**src/rtl/mlrq_ram.sv**
```systemverilog
`timescale 1ns / 1ps
module mlrq_ram #(
    parameter int WIDTH = 8,
    parameter int DEPTH = 256
) (
    input  logic                     clk,
    input  logic                     we,
    input  logic [$clog2(DEPTH)-1:0] waddr,
    input  logic [WIDTH-1:0]         wdata,
    input  logic [$clog2(DEPTH)-1:0] raddr,
    output logic [WIDTH-1:0]         rdata
);

    logic [WIDTH-1:0] mem [DEPTH];

    // write one entry, read one entry with registered data
    always_ff @(posedge clk)
    begin
        if (we)
        begin
            mem[waddr] <= wdata;
        end
        rdata <= mem[raddr];
    end

endmodule

```
**config.mk**
```make
export PLATFORM = sky130hd
export DESIGN_NAME = mlrq_ram
export DESIGN_NICKNAME = d
export VERILOG_FILES = /design/src/rtl/mlrq_ram.sv
export SDC_FILE = /design/constraint.sdc
export NUM_CORES = 2
export LEC_CHECK = 0
export ABC_CLOCK_PERIOD_IN_PS = 2100
export BUFFER_PORTS_ARGS = -buffer_cell sky130_fd_sc_hd__clkbuf_2
export CAP_MARGIN = 20
export CORE_UTILIZATION = 45
export CTS_BUF_LIST = sky130_fd_sc_hd__clkbuf_16
export CTS_CLUSTER_SIZE = 12
export DETAILED_ROUTE_END_ITERATION = 12
export GPL_TIMING_DRIVEN = 0
export HOLD_SLACK_MARGIN = 0.1
export PLACE_DENSITY = 0.61
export SLEW_MARGIN = 20
export SYNTH_ARGS = -nofsm -noshare
export SYNTH_HDL_FRONTEND = slang
export SYNTH_SLANG_ARGS = --single-unit
```
**constraint.sdc**
```tcl
create_clock -name clk -period 2.1 [get_ports clk]
set_input_delay 0 -clock clk [delete_from_list [all_inputs] [get_ports clk]]
set_output_delay 0 -clock clk [all_outputs]
set_load 0.05 [all_outputs]
```
==> impl_metrics.env <==
export IMPL_outcome="complete, but fails checks"
export IMPL_violations="setup timing"
export IMPL_critPathLaunchType="primary input"
export IMPL_htreeDepth=4
export IMPL_yosysUniqueCellTypes=55
export IMPL_ys_seq_area_frac=0.775
export IMPL_drt_initial_drc_count=6759
export IMPL_maxSlewHeadroom=0.131
export IMPL_pwr_share_seq=0.538
export IMPL_holdWs_ps=124
export IMPL_r2r_setup_slack_ps=-360
export IMPL_worstPathArrival_ps=3190
export IMPL_place_gp_congestion=0.975
export IMPL_cts_buffers=204
export IMPL_drv_slew=0
export IMPL_drive_gt1_frac=0.290
export IMPL_path_cells="clkbuf_2 -> buf_4 -> and2_2 -> clkbuf_2 -> a22oi_1 -> a21oi_1 -> nor4_4 -> nor4_4"
export IMPL_synth_area_top_cells="edfxtp_1, mux4_2, mux2i_1"
export IMPL_syn_area_um2=79600
export IMPL_crit_cells=8
export IMPL_vias=42100
export IMPL_power_switching_mw=19.3
export IMPL_hold_viol_final=0
export IMPL_grt_max_degree=123
export IMPL_final_cell_mix="edfxtp_1, mux4_2, clkbuf_16"
export IMPL_grt_pass1_wl_mm=332
export IMPL_portBuffers=26
export IMPL_instances_no_fill=6471
export IMPL_synthArstFlopShare=0
export IMPL_vias_per_cell=6.51
export IMPL_p_int_mw=64.9
export IMPL_layout_commonest_cell="edfxtp_1"
export IMPL_drt_wirelength_per_cell_um=37.9
export IMPL_antenna_found_initial=7
export IMPL_place_inst=6111
export IMPL_slowest_delay_ps=600
export IMPL_finClkSkew_ps=37.9
export IMPL_die_h_um=422
export IMPL_cts_root_buf="clkbuf_16"
export IMPL_synth_top_area_frac=0.773
export IMPL_power_leakage_nw=28.1
export IMPL_synth_cells=3733
export IMPL_postLayoutSetupSlackWorst_ps=-418
export IMPL_critical_path_buf_inv_count=3
export IMPL_firstDrtPassIters=6
export IMPL_worst_setup_path_end_kind="flip-flop"
export IMPL_fin_setup_tns_ps=-6320
export IMPL_finalInstanceArea_um2=91400
export IMPL_max_slew_worst_pin_slew_ps=1300
export IMPL_clk_path_buf_depth=3
export IMPL_ir_drop_mv=0.944
export IMPL_synth_seq_cells=2056
export IMPL_yosysWarningCount=0
export IMPL_cts_tree="done"
export IMPL_coreArea_um2=175000
export IMPL_dp_hpwl_mm=164
export IMPL_hold_path_class="primary input to flip-flop"
export IMPL_die_w_um=422
export IMPL_combPwrFrac=0.065
export IMPL_clk_latency_ps=850
export IMPL_setup_viol=88
export IMPL_max_clock_freq_mhz=397
export IMPL_grt_pass1_vias=40500
export IMPL_drt_wl_total_mm=245
export IMPL_die_area_um2=178000
export IMPL_fin_crit_sh=1.20
export IMPL_grt_overflow_total=0
export IMPL_synthesis_nets=3759
export IMPL_report_power_total_mw=84.1
export IMPL_final_nets=4042
export IMPL_ant_nets=0
export IMPL_critPathKind="primary input to flip-flop"
export IMPL_avgSynthCellArea_um2=21.3
export IMPL_critical_path_required_ps=2780
export IMPL_crit_family="simple AND/OR/NAND/NOR gates"
export IMPL_worstHoldPathCells=4
export IMPL_drc=0
export IMPL_grt_use_total=0.273
export IMPL_final_util=0.523
export IMPL_cp_slowest_cell="clkbuf_2"
export IMPL_worstRegToRegCells=6
export IMPL_numClockSinks=2056
export IMPL_rsz0062_at_grt="yes"
export IMPL_rows=153
export IMPL_switching_share=0.229
export IMPL_synth_main_ff_cell="edfxtp_1"
export IMPL_post_place_ws_ps=-2590
export IMPL_clkPwrFrac=0.397
export IMPL_placed_cell_area_um2=83500
export IMPL_io_pins=34
export IMPL_yosys_area_top_type="edfxtp_1"
export IMPL_synth_edff_count=2048
export IMPL_area_growth_pct=14.9
export IMPL_cts_clk_slew_worst_paths_ps=60
export IMPL_power_per_cell_area_nw_per_um2=920
export IMPL_drv_cap=0
export IMPL_cp_max_fo=11
export IMPL_fin_crit_ps=2520
export IMPL_start_util=0.455
## per-layer routing
layer,track usage,vias up,share of wire
met1,0.384,22700,0.39
li1,-,16300,-
met3,0.0719,417,0.12
met2,0.409,2777,0.46
met4,0.108,0,0.041
met5,0,-,0
## state kept, by name, indices dropped and copies added, names as in the netlist
| signal | cells |
|---|---|
| rdata | 8 |
| mem | 2048 |
## power by group through the flow
| stage | logic, mW | clock network, mW | registers (mW) |
|---|---|---|---|
| floorplan | 2.20 | 0 | 46.2 |
| global placement | 4.73 | 0 | 46.4 |
| detailed placement | 4.95 | 0 | 46.1 |
| CTS | 5.27 | 33.5 | 45.3 |
| global route | 5.52 | 35.0 | 45.3 |
| finish | 5.46 | 33.4 | 45.3 |
## final timing paths
path / end / startpoint
worst max register to register: rdata[6] / mem[83][6]
worst min-delay path: mem[14][7] / waddr[3]
worst min register to register: rdata[5] / mem[33][5]
worst max-delay path: rdata[1] / raddr[2]
## cells by family (layout without fill, tap and decap cells)
kind of cell / after synthesis / after routing / share of synthesized area
flops: 2056 / 2056 / 0.775
mux: 591 / 591 / 0.146
simple gates: 466 / 466 / 0.0263
compound gates: 385 / 385 / 0.0342
buf+inv: 235 / 645 / 0.0183
other cells: 0 / 3 / 0
## worst min-delay path: stages
cell      delay (ps)
clkbuf_1         240
nand4_1          220
buf_4            120
nor2_1           180
## final cells by class
class | count | area, µm²
diodes | 3 | 7.51
flip-flops and latches | 2056 | 61700
inverters | 2 | 7.51
clock buffers | 205 | 5130
clock inverters | 128 | 803
multi-input cells | 1442 | 18100
repair buffers | 78 | 1120
plain buffers | 232 | 1660
fillers | 13600 | 83400
well taps | 2325 | 2910
## cells in the mapped netlist, types with 3 or more instances
master and n:
nor4_1 24, buf_4 27, o211ai_1 10, o21ai_0 10, o221ai_1 46, dfxtp_1 8
buf_1 22, buf_12 8, nor2b_1 31, nand2_1 33, nand4_1 10, edfxtp_1 2048
a22o_1 8, and2_1 6, mux2i_1 134, o22ai_1 28, nand3_1 34, nor2_1 282
or2_2 4, buf_2 31, a21oi_1 96, a211oi_1 16, buf_8 13, o22a_1 5
a22oi_1 133, nor3_1 22, nand2b_1 8, clkbuf_1 111, mux4_2 454, a221oi_1 13
nor4_2 3, buf_6 21, o32ai_1 4
## repair_timing
action | 4_1_cts | 5_1_grt
pin swaps | 25 | 16
resized for setup | 324 | 140
hold buffers | 14 | 3
endpoints found under the setup margin | 955 | 840
endpoints found under the hold margin | 1546 | 13
buffers inserted | 3 | 4
Power figures use the tool's default switching activity.
